--- src/rtl/mcfp_pkg.sv ---
// Package for the motor command frame parser: payload structs, status and
// kind codes, register indexes and fixed constants. No dependencies.
`default_nettype none
package mcfp_pkg;

   typedef struct packed {
      logic [7:0] packet_byte;
      logic       last_byte;
   } req_type;

   typedef struct packed {
      logic [2:0]         status;
      logic signed [15:0] taken_value;
      logic signed [31:0] target_value;
      logic [1:0]         value_kind;
      logic               command_new;
      logic [7:0]         entry_count;
   } rsp_type;

   localparam logic [2:0] ST_SINGLE  = 3'd0;
   localparam logic [2:0] ST_SLICE   = 3'd1;
   localparam logic [2:0] ST_LEGACY  = 3'd2;
   localparam logic [2:0] ST_STRUCT  = 3'd3;
   localparam logic [2:0] ST_UNKNOWN = 3'd4;
   localparam logic [2:0] ST_NOTME   = 3'd5;
   localparam logic [2:0] ST_BAD     = 3'd6;

   localparam logic [1:0] KIND_ANGLE    = 2'd0;
   localparam logic [1:0] KIND_VELOCITY = 2'd1;
   localparam logic [1:0] KIND_CURRENT  = 2'd2;

   localparam logic [2:0] REG_DEVICE_ID  = 3'd0;
   localparam logic [2:0] REG_ANGLE_RCP  = 3'd1;
   localparam logic [2:0] REG_VEL_RCP    = 3'd2;
   localparam logic [2:0] REG_VEL_CODE   = 3'd3;
   localparam logic [2:0] REG_CUR_CODE   = 3'd4;
   localparam logic [2:0] REG_MOTOR_LIM  = 3'd5;
   localparam logic [2:0] REG_THRESHOLD  = 3'd6;

   localparam logic [7:0] HDR0        = 8'hAA;
   localparam logic [7:0] HDR1        = 8'h55;
   localparam logic [7:0] TYPE_SINGLE = 8'h01;
   localparam logic [7:0] TYPE_MULTI  = 8'h02;
   localparam logic [7:0] TYPE_STRUCT = 8'h03;

   // 1/1000 in Q0.24
   localparam logic [23:0] CURRENT_RECIP = 24'd16777;
   localparam int          LEGACY_LEN    = 24;

endpackage
`default_nettype wire

--- src/rtl/motor_command_frame_parser_core.sv ---
// Motor command frame parser top level: byte capture, end-of-packet decode,
// scaling multiply and target update. Depends on mcfp_pkg.
//
// Path: the last byte's decode is registered into the decode stage, then the
// multiply stage, then the result register, which drives rsp_valid.
// Throughput: one byte per cycle while rsp_ready is high; a stalled result backs
// up into the decode and multiply stages, and req_ready drops once all three hold.
// Reset: synchronous, active high; clears position, scan state, target, flag,
// kind and pipeline valids, and reloads registers with their defaults.
`default_nettype none
module motor_command_frame_parser_core #(
   parameter int MAX_PACKET_BYTES = 1024,
   parameter int LEGACY_SLOTS     = 10
) (
   input  wire logic              clock,
   input  wire logic              reset,
   input  wire logic              req_valid,
   output logic                   req_ready,
   input  wire mcfp_pkg::req_type req_payload,
   output logic                   rsp_valid,
   input  wire logic              rsp_ready,
   output mcfp_pkg::rsp_type      rsp_payload,
   input  wire logic              csr_valid,
   output logic                   csr_ready,
   input  wire logic [2:0]        csr_index,
   input  wire logic [23:0]       csr_data
);

   localparam int POS_W = $clog2(MAX_PACKET_BYTES + 2);
   localparam logic [POS_W-1:0] POS_MAX  = POS_W'(MAX_PACKET_BYTES);
   localparam logic [POS_W-1:0] POS_SAT  = POS_W'(MAX_PACKET_BYTES + 1);
   localparam logic [POS_W-1:0] POS_LEG  = POS_W'(mcfp_pkg::LEGACY_LEN);
   localparam logic [7:0]       SLOTS    = 8'(LEGACY_SLOTS);

   typedef struct packed {
      logic [2:0]         status;
      logic signed [15:0] raw;
      logic [7:0]         cnt;
      logic [23:0]        recip;
      logic               apply;
      logic               clear_flag;
      logic               set_kind;
      logic [1:0]         kind;
   } dec_type;

   // configuration
   logic [7:0]  device_id_ff, vel_code_ff, cur_code_ff, motor_lim_ff;
   logic [23:0] angle_rcp_ff, vel_rcp_ff;
   logic [15:0] threshold_ff;

   // capture state
   logic [POS_W-1:0] pos_ff, pos_in;
   logic [7:0]       head_ff [7];
   logic [7:0]       head_in [7];
   logic [15:0]      slice_ff, slice_in, legacy_ff, legacy_in, smv_ff, smv_in;
   logic             found_ff, found_in;
   logic [7:0]       eidx_ff, eidx_in, ehold_ff, ehold_in;
   logic [1:0]       eph_ff, eph_in;

   // pipeline
   logic        s1_valid_ff, s2_valid_ff, rsp_valid_ff;
   dec_type     s1_ff, s1_in, s2_ff;
   logic signed [40:0] prod_ff, prod_in;
   mcfp_pkg::rsp_type  rsp_ff, rsp_in;

   logic signed [31:0] target_ff, target_in;
   logic        flag_ff, flag_in;
   logic [1:0]  kind_ff, kind_in;

   logic req_fire, rsp_load, s2_free, s1_free, is_last;

   assign is_last   = req_payload.last_byte;
   assign rsp_load  = s2_valid_ff && (!rsp_valid_ff || rsp_ready);
   assign s2_free   = !s2_valid_ff || rsp_load;
   assign s1_free   = !s1_valid_ff || s2_free;
   assign req_ready = s1_free;
   assign req_fire  = req_valid && req_ready;
   assign csr_ready = 1'b1;
   assign rsp_valid = rsp_valid_ff;
   assign rsp_payload = rsp_ff;

   // byte capture and end-of-packet decode
   always_comb begin
      logic [POS_W-1:0] p, len, slot;
      logic [7:0] b, cnt8, start, count, tb, dt, idb;
      logic [8:0] range_end;
      logic       hdr, pass;
      logic [POS_W:0] need;
      b        = req_payload.packet_byte;
      p        = pos_ff;
      slot     = '0;
      head_in  = head_ff;
      slice_in = slice_ff;
      legacy_in = legacy_ff;
      smv_in   = smv_ff;
      found_in = found_ff;
      eidx_in  = eidx_ff;
      eph_in   = eph_ff;
      ehold_in = ehold_ff;
      hdr = head_ff[0] == mcfp_pkg::HDR0 && head_ff[1] == mcfp_pkg::HDR1 &&
            (head_ff[2] == mcfp_pkg::TYPE_SINGLE || head_ff[2] == mcfp_pkg::TYPE_MULTI ||
             head_ff[2] == mcfp_pkg::TYPE_STRUCT);
      cnt8 = hdr ? head_ff[4] : head_ff[2];
      pass = 1'b0;
      if (p < POS_MAX) begin
         pos_in = p + POS_W'(1);
         for (int i = 0; i < 7; i++) begin
            if (p == POS_W'(i)) head_in[i] = b;
         end
         if (p >= POS_W'(6) && device_id_ff >= head_ff[4]) begin
            slot = (p - POS_W'(6)) >> 1;
            if (slot == POS_W'(device_id_ff - head_ff[4])) begin
               if (p[0]) slice_in[7:0] = b;
               else slice_in[15:8] = b;
            end
         end
         if (p >= POS_W'(4) && device_id_ff >= 8'd1) begin
            slot = (p - POS_W'(4)) >> 1;
            if (slot == POS_W'(device_id_ff - 8'd1)) begin
               if (p[0]) legacy_in[7:0] = b;
               else legacy_in[15:8] = b;
            end
         end
         pass = p >= (hdr ? POS_W'(5) : POS_W'(3));
         if (pass && !found_ff && eidx_ff < cnt8) begin
            unique case (eph_ff)
               2'd0: begin
                  ehold_in = b;
                  eph_in = 2'd1;
               end
               2'd1: begin
                  if (ehold_ff == device_id_ff) smv_in[15:8] = b;
                  eph_in = 2'd2;
               end
               default: begin
                  if (ehold_ff == device_id_ff) begin
                     smv_in[7:0] = b;
                     found_in = 1'b1;
                  end
                  eph_in = 2'd0;
                  eidx_in = eidx_ff + 8'd1;
               end
            endcase
         end
      end else begin
         pos_in = POS_SAT;
      end

      // decode on post-capture state
      len = pos_in;
      s1_in = '0;
      s1_in.status = mcfp_pkg::ST_UNKNOWN;
      s1_in.recip = angle_rcp_ff;
      hdr = head_in[0] == mcfp_pkg::HDR0 && head_in[1] == mcfp_pkg::HDR1 &&
            (head_in[2] == mcfp_pkg::TYPE_SINGLE || head_in[2] == mcfp_pkg::TYPE_MULTI ||
             head_in[2] == mcfp_pkg::TYPE_STRUCT);
      tb    = hdr ? head_in[2] : head_in[0];
      dt    = hdr ? head_in[3] : head_in[1];
      start = head_in[4];
      count = head_in[5];
      idb   = hdr ? head_in[4] : head_in[1];
      range_end = {1'b0, start} + {1'b0, count} - 9'd1;
      need = '0;
      if (dt == vel_code_ff) begin
         s1_in.kind = mcfp_pkg::KIND_VELOCITY;
         s1_in.recip = vel_rcp_ff;
      end else if (dt == cur_code_ff) begin
         s1_in.kind = mcfp_pkg::KIND_CURRENT;
         s1_in.recip = mcfp_pkg::CURRENT_RECIP;
      end else begin
         s1_in.kind = mcfp_pkg::KIND_ANGLE;
      end
      if (len < POS_W'(3) || len > POS_MAX) begin
         s1_in.status = mcfp_pkg::ST_BAD;
      end else if (tb == mcfp_pkg::TYPE_SINGLE) begin
         s1_in.recip = angle_rcp_ff;
         if (len < (hdr ? POS_W'(7) : POS_W'(6))) begin
            s1_in.status = mcfp_pkg::ST_BAD;
         end else if (idb != device_id_ff) begin
            s1_in.status = mcfp_pkg::ST_NOTME;
            s1_in.clear_flag = 1'b1;
         end else begin
            s1_in.status = mcfp_pkg::ST_SINGLE;
            s1_in.raw = hdr ? {head_in[5], head_in[6]} : {head_in[3], head_in[4]};
            s1_in.apply = 1'b1;
         end
      end else if (tb == mcfp_pkg::TYPE_MULTI) begin
         need = {1'b0, POS_W'(6)} + {{(POS_W-8){1'b0}}, count, 1'b0};
         if (hdr && len == POS_W'(3)) begin
            s1_in.status = mcfp_pkg::ST_BAD;
         end else begin
            s1_in.set_kind = 1'b1;
            if (hdr && len >= POS_W'(6) && start >= 8'd1 && start <= motor_lim_ff &&
                count >= 8'd1 && {1'b0, len} == need) begin
               s1_in.cnt = count;
               if (device_id_ff < start || {1'b0, device_id_ff} > range_end) begin
                  s1_in.status = mcfp_pkg::ST_NOTME;
               end else begin
                  s1_in.status = mcfp_pkg::ST_SLICE;
                  s1_in.raw = slice_in;
                  s1_in.apply = 1'b1;
               end
            end else if (hdr && len == POS_LEG) begin
               if (device_id_ff < 8'd1 || device_id_ff > SLOTS) begin
                  s1_in.status = mcfp_pkg::ST_NOTME;
               end else begin
                  s1_in.status = mcfp_pkg::ST_LEGACY;
                  s1_in.raw = legacy_in;
                  s1_in.apply = 1'b1;
               end
            end else begin
               s1_in.status = mcfp_pkg::ST_BAD;
            end
         end
      end else if (tb == mcfp_pkg::TYPE_STRUCT) begin
         cnt8 = hdr ? head_in[4] : head_in[2];
         need = (hdr ? (POS_W+1)'(5) : (POS_W+1)'(3)) + (POS_W+1)'(cnt8) * (POS_W+1)'(3);
         if (len < (hdr ? POS_W'(5) : POS_W'(3))) begin
            s1_in.status = mcfp_pkg::ST_BAD;
         end else begin
            s1_in.cnt = cnt8;
            s1_in.set_kind = 1'b1;
            if ({1'b0, len} < need) begin
               s1_in.status = mcfp_pkg::ST_BAD;
            end else if (!found_in) begin
               s1_in.status = mcfp_pkg::ST_NOTME;
            end else begin
               s1_in.status = mcfp_pkg::ST_STRUCT;
               s1_in.raw = smv_in;
               s1_in.apply = 1'b1;
            end
         end
      end
   end

   assign prod_in = s1_ff.raw * $signed({1'b0, s1_ff.recip});

   // round to Q15.16, compare with the stored target, update target, flag and kind, and build the result
   always_comb begin
      logic signed [40:0] rnd;
      logic signed [32:0] q;
      logic signed [33:0] d, ad;
      rnd = prod_ff + 41'sd128;
      q   = rnd[40:8];
      d   = 34'(q) - 34'(target_ff);
      ad  = d[33] ? -d : d;
      target_in = target_ff;
      flag_in   = flag_ff;
      kind_in   = s2_ff.set_kind ? s2_ff.kind : kind_ff;
      if (s2_ff.apply) begin
         if (ad > $signed({18'd0, threshold_ff})) begin
            target_in = q[31:0];
            flag_in = 1'b1;
         end else begin
            flag_in = 1'b0;
         end
      end else if (s2_ff.clear_flag) begin
         flag_in = 1'b0;
      end
      rsp_in.status       = s2_ff.status;
      rsp_in.taken_value  = s2_ff.apply ? s2_ff.raw : 16'sd0;
      rsp_in.target_value = target_in;
      rsp_in.value_kind   = kind_in;
      rsp_in.command_new  = flag_in;
      rsp_in.entry_count  = s2_ff.cnt;
   end

   always_ff @(posedge clock) begin
      if (reset) begin
         device_id_ff <= 8'd6;
         angle_rcp_ff <= 24'd167772;
         vel_rcp_ff   <= 24'd167772;
         vel_code_ff  <= 8'd1;
         cur_code_ff  <= 8'd2;
         motor_lim_ff <= 8'd10;
         threshold_ff <= 16'd66;
      end else if (csr_valid) begin
         unique case (csr_index)
            mcfp_pkg::REG_DEVICE_ID: device_id_ff <= csr_data[7:0];
            mcfp_pkg::REG_ANGLE_RCP: angle_rcp_ff <= csr_data;
            mcfp_pkg::REG_VEL_RCP:   vel_rcp_ff   <= csr_data;
            mcfp_pkg::REG_VEL_CODE:  vel_code_ff  <= csr_data[7:0];
            mcfp_pkg::REG_CUR_CODE:  cur_code_ff  <= csr_data[7:0];
            mcfp_pkg::REG_MOTOR_LIM: motor_lim_ff <= csr_data[7:0];
            mcfp_pkg::REG_THRESHOLD: threshold_ff <= csr_data[15:0];
            default: ;
         endcase
      end
   end

   always_ff @(posedge clock) begin
      if (reset) begin
         pos_ff   <= '0;
         found_ff <= 1'b0;
         eidx_ff  <= '0;
         eph_ff   <= '0;
         ehold_ff <= '0;
      end else if (req_fire) begin
         if (is_last) begin
            pos_ff   <= '0;
            found_ff <= 1'b0;
            eidx_ff  <= '0;
            eph_ff   <= '0;
            ehold_ff <= '0;
         end else begin
            pos_ff   <= pos_in;
            found_ff <= found_in;
            eidx_ff  <= eidx_in;
            eph_ff   <= eph_in;
            ehold_ff <= ehold_in;
         end
      end
   end

   always_ff @(posedge clock) begin
      if (req_fire) begin
         head_ff   <= head_in;
         slice_ff  <= slice_in;
         legacy_ff <= legacy_in;
         smv_ff    <= smv_in;
      end
      if (req_fire && is_last) s1_ff <= s1_in;
      if (s1_valid_ff && s2_free) begin
         s2_ff   <= s1_ff;
         prod_ff <= prod_in;
      end
      if (rsp_load) rsp_ff <= rsp_in;
   end

   always_ff @(posedge clock) begin
      if (reset) begin
         s1_valid_ff  <= 1'b0;
         s2_valid_ff  <= 1'b0;
         rsp_valid_ff <= 1'b0;
         target_ff    <= '0;
         flag_ff      <= 1'b0;
         kind_ff      <= mcfp_pkg::KIND_ANGLE;
      end else begin
         if (req_fire && is_last) s1_valid_ff <= 1'b1;
         else if (s2_free) s1_valid_ff <= 1'b0;
         if (s2_free) s2_valid_ff <= s1_valid_ff;
         if (rsp_load) rsp_valid_ff <= 1'b1;
         else if (rsp_ready) rsp_valid_ff <= 1'b0;
         if (rsp_load) begin
            target_ff <= target_in;
            flag_ff   <= flag_in;
            kind_ff   <= kind_in;
         end
      end
   end

   a_last_enters: assert property (@(posedge clock) disable iff (reset)
      req_fire && is_last |=> s1_valid_ff)
      else $error("last beat did not enter decode stage");
   a_pos_sat: assert property (@(posedge clock) disable iff (reset)
      pos_ff <= POS_SAT)
      else $error("byte position past saturation");
   a_phase: assert property (@(posedge clock) disable iff (reset)
      eph_ff != 2'd3)
      else $error("entry phase illegal");
   a_bad_raw: assert property (@(posedge clock) disable iff (reset)
      rsp_valid_ff && rsp_ff.status == mcfp_pkg::ST_BAD |-> rsp_ff.taken_value == 16'sd0)
      else $error("malformed result carries a value");

endmodule
`default_nettype wire

--- config.mk ---
export PLATFORM = sky130hd
export DESIGN_NAME = motor_command_frame_parser_core
export DESIGN_NICKNAME = d
export VERILOG_FILES = /design/src/rtl/mcfp_pkg.sv /design/src/rtl/motor_command_frame_parser_core.sv
export SDC_FILE = /design/constraint.sdc
export NUM_CORES = 2
export LEC_CHECK = 0
export ABC_AREA = 1
export BUFFER_PORTS_ARGS = -buffer_cell sky130_fd_sc_hd__buf_2
export CORE_ASPECT_RATIO = 0.8
export CORE_MARGIN = 10
export CORE_UTILIZATION = 35
export DETAILED_ROUTE_END_ITERATION = 16
export GPL_TIMING_DRIVEN = 0
export HOLD_SLACK_MARGIN = 0.03
export MAX_ROUTING_LAYER = met4
export PLACE_DENSITY_LB_ADDON = 0.08
export SYNTH_ARGS = -nofsm -noshare
export SYNTH_HDL_FRONTEND = slang
export SYNTH_SLANG_ARGS = --single-unit
--- constraint.sdc ---
create_clock -name clock -period 6.67 [get_ports clock]
set_clock_uncertainty 0.1 [all_clocks]
set_input_delay 0.667 -clock clock [delete_from_list [all_inputs] [get_ports clock]]
set_output_delay 0.667 -clock clock [all_outputs]
set_load 0.005 [all_outputs]
== After elaboration in Yosys (flattened, before gate mapping) ==
Index checks and enable logic that the tools add are counted.
Storage, ports and cells
  output and inout port bits: 65
  flip-flop bits (word level): 459
Operators by class
  equality and inequality tests: 36
  reductions and logical operators: 54
  $add $sub $neg: 13
  bitwise operators: 1
  $lt $le $gt $ge: 21
  mux-type cells: 112
  multiply operators: 2
Operators with widths (number)
  $mux W16: 16
  $mux W8: 29
  $mux W24: 5
  $mux W27: 3
  $mux W32: 2
  $mux W56: 1
  $eq A8 B2 Y1 const B: 6
  $add A41 B9 Y41 const B: 1
  $mul A16 B25 Y41: 1
  $mux W19: 2
  $mux W3: 12
  $gt A34 B17 Y1: 1
  $mux W34: 1
  $neg A34 Y34: 1
  $sub A33 B32 Y34: 1
  $eq A11 B2 Y1 const B: 3
  $eq A11 B3 Y1 const B: 3
  $ge A11 B3 Y1 const B: 3
  $mux W1: 32
  $eq A8 B1 Y1 const B: 3
  $eq A8 B8 Y1: 3
  $ge A8 B1 Y1 const B: 3
  $eq A10 B11 Y1: 2
  $lt A11 B3 Y1: 2
  48 further kinds: 103

== Depth between registers and ports, before layout ==
  depth in word-level cells: 17
  gate-level depth with buffers: 54
  mapped depth without buffers: 51

== Worst setup path before layout ==
OpenSTA, ideal clock, no wires.
  kind: flip-flop to flip-flop
  start point: register s1_ff[15] (netlist name)
  end point: register prod_ff[40] (data pin)
  buffers on the path: 1
  data arrival time: 5.632 ns
  path slack: 0.676 ns
  data required time: 6.308 ns
  clock period less this slack: 5.994 ns
  stages on the path, launching flop included: 24
  path through: edfxtp_1 clkbuf_1 nand2_1 fa_1 inv_1 fa_1 inv_1 fa_1 fa_1 inv_1 fa_1 inv_1 fa_1 inv_1 ha_1 nand2_1 o21ai_0 nand2_1 o211ai_1 a21oi_1 o21ai_0 nand3_1 a21oi_1 xor2_1
On the way
  cells in the longest elaborated chain, start to end: 1
Ends and longest elaborated chain
  from (decl): RTL line motor_command_frame_parser_core.sv:62  | dec_type s1_ff, s1_in, s2_ff;
  from (signal assigned): RTL line motor_command_frame_parser_core.sv:322  | if (req_fire && is_last) s1_ff <= s1_in;
  $mul A16 B25 Y41: RTL line motor_command_frame_parser_core.sv:236  | assign prod_in = s1_ff.raw * $signed({1'b0, s1_ff.recip});
  named net prod_in[40]: RTL line motor_command_frame_parser_core.sv:63  | logic signed [40:0] prod_ff, prod_in;
  to (signal assigned): RTL line motor_command_frame_parser_core.sv:325  | prod_ff <= prod_in;
  to (decl): RTL line motor_command_frame_parser_core.sv:63
The timed path passes the listed nets, and every way through them passes these cells.
A chain may end at the register's enable or synchronous reset.

== Worst setup path in the final report ==
  start point: register s1_ff[40] (netlist name)
  end point: register prod_ff[33] (data pin)
Same word-level chain as after synthesis.

==> metrics.cfg <==
[run_status]
status=complete, but fails checks
violations=capacitance limit, slew limit

[cells_and_area]
area_growth_pct=17.0
fillers=12000
instances_no_fill=7167
drive_above_1_share_pct=12.1
finish.utilization_pct=41.4
fin_nets=6227

[global_route]
grt_max_degree=76
grt_pass1_vias=34000
track_usage_pct=22.8
grt_remaining_overflow=0
grt_pass1_wl_um=219000
antenna_found_initial=12

[setup_path]
critical_path.max_stage_delay_ns=0.56
critPathArrivalTime_ns=6.74
cp_slowest_cell=fa_1
start_kind=flip-flop
criticalPathCategory=flip-flop to flip-flop
endpoint_kind=flip-flop
crit_fanout=10
ff2ff_setup_slack_ns=0.20
critPathBufInv=4
crit_family=adder cells
required_ns=6.95

[detailed_routing]
vias=35500
drt-pass1-iter-count=6
antenna_left=0
vias_per_cell=4.95
drc_errors=0
wl_um=149000
drt_iter0_markers=3013
wl_per_cell_um=20.8

[logic_synthesis]
synth_most_common_cell=nand2_1
yosysTopAreaCell=edfxtp_1
syn_area_um2=40700
synthCells=5352
syn-num-nets=5984
ys_seq_area_share_pct=29.3
synth.distinct_cells=56
yosysWarnings=0
ys_seq_elements=452
synth-xor-area-share_pct=3.27
synthArstFlopShare_pct=0
synth_flop_cell=edfxtp_1
synth_adder_area_share_pct=23.9
netlist_top_cells_count=1405 x nand2_1, 1069 x inv_1, 389 x nor2_1
synth_area_leaders=edfxtp_1 21%, fa_1 15%, nand2_1 13%
syn_avg_cell_area_um2=7.60
synth_edf_count=288
synth_compound_area_share_pct=7.91
synth_mux_area_share_pct=0
synth_top_family_by_area=adder cells
synthSimpleGateAreaFrac_pct=23.9
synth.top_cell.area_share_pct=21.2

[place]
placed_cells=6985
port_buffers=102
hpwl_um=118000
dp_worst_setup_slack_ns=-1.96
gp_congestion=0.928

[power_and_ir_drop]
power.density_nw_per_um2=363
power_leakage_nw=23.3
p_total_mw=17.3
vdd_drop_max_mv=0.363

[clock_network]
cts.clk_slew.worst_paths_ns=0.06
numCtsBuffers=53
cts.sinks=452
cts_hold_buf=0
cts_htree_levels=2
clock_latency_ns=0.64
clockRootBuffer=clkbuf_16
cts_tree=yes
cts_max_path_buffers=3

[die]
die-height_um=325
core_area_um2=115000
ioPinCount=106
die_x_um=401
initial_utilization_pct=35.4
die_area_um2=130000
rows=111

[timing]
max_slew_margin_pct=-0.926
finalWorstSetupSlack_ns=0.201
finalCritPeriodShare_pct=97.0
max_freq_mhz=155
finalHoldViolCount=0
report.final.slew_viol_count=1
rsz0062_at_grt=true
finalCriticalPeriod_ns=6.47
worstMarginPinSlew_ns=1.50
setup_violations=0

[flow_run]
maxCapViolCount=1

[min_path]
hold_path_class=input pin to flip-flop

==> state kept, by name, indices dropped and copies added (netlist names), 21 cells and up <==
signal / cells
angle_rcp_ff: 24
head_ff: 56
prod_ff: 34
rsp_payload: 62
s1_ff: 56
s2_ff: 21
target_ff: 32
vel_rcp_ff: 24
==> final timing paths <==
path	endpoint	start	cells after the start
max	prod_ff[33]$_DFFE_PP_	s1_ff[40]$_SDFFCE_PP0P_	25
min	angle_rcp_ff[16]$_SDFFE_PP0P_	csr_data[16]	3
min reg2reg	s2_ff[0]$_DFFE_PP_	s1_ff[0]$_SDFFCE_PP1P_	0
max reg2reg	prod_ff[33]$_DFFE_PP_	s1_ff[40]$_SDFFCE_PP0P_	25
==> cells in the final DEF, fill, tap and decap left out, types with 17 or more instances in the layout <==
master / n
nand2_1: 1341
inv_1: 1052
nor2_1: 369
fa_1: 309
edfxtp_1: 288
ha_1: 272
a21oi_1: 259
nand3_1: 228
o21ai_0: 194
dfxtp_1: 161
buf_2: 116
xor2_1: 97
nand4_1: 92
buf_4: 77
clkbuf_1: 66
clkbuf_16: 63
nand2_2: 46
xnor2_1: 46
nor3_1: 44
clkbuf_2: 39
nand3_2: 33
or2_2: 33
nand3_4: 32
nand2_4: 25
o21ai_1: 24
o21ai_2: 20
inv_2: 19
nor2_2: 17
==> through the flow <==
step	hold slack, ns	TNS (ns)	area (um2)
6_report	0.199	0	47600
5_1_grt	0.194	-23.94	47600
4_1_cts	0.161	-0.00635	46100
3_5_place_dp	0.305	-151.99	43300
3_3_place_gp	0.303	-161.99	43100
2_1_floorplan	0.300	0	40700
==> worst reg2reg max path: cells and delay by family, from the launching register on <==
kind	cells	cell delay, ns
DFF	1	0.53
xor gates and xnor gates	1	0.14
buffers and inverters	4	0.48
adders and majority gates	7	3.31
AOI/OAI and AO/OA	4	0.85
and+or+nand+nor	9	0.81
==> routing by layer <==
metal	wire length (um)	track usage, %	vias to the layer above
met5	0	-	-
met4	2930	4.78	0
met3	13000	5.50	160
met2	58000	30.3	1159
met1	74900	34.2	16900
li1	-	-	17300
==> cell type report <==
type	count	area, um2	area share (%)
clock inverters	33	404	0.849
flip-flops and latches	452	11900	25.1
inverters	1083	4080	8.57
multi-input cells	3658	25400	53.3
clock buffers	67	1520	3.18
diodes	2	5.00	0.0105
repair buffers	192	1470	3.09
plain buffers	155	927	1.95
well taps	1525	1910	4.01
==> repair_timing <==
item / 4_1_cts / 5_1_grt
resized for setup: 150 / 309
pin swaps: 18 / 126
cloned: 1 / 6
setup buffers: 42 / 35
endpoints found under the setup margin: 109 / 102
==> kinds of logic after synthesis <==
kind of cell,count (synthesis)
AO/OA/AOI/OAI,591
AND/OR/NAND/NOR,2322
other,1
adder cells (fa/ha/maj),591
buffers and inverters,1243
XOR/XNOR,152
flip-flops,452
==> where the power goes <==
group | internal, mW | total, mW | switching, mW
registers | 3.54 | 3.69 | 0.156
logic | 3.76 | 10.3 | 6.56
clock network | 1.93 | 3.25 | 1.32
(Power assumes the default switching activity.)
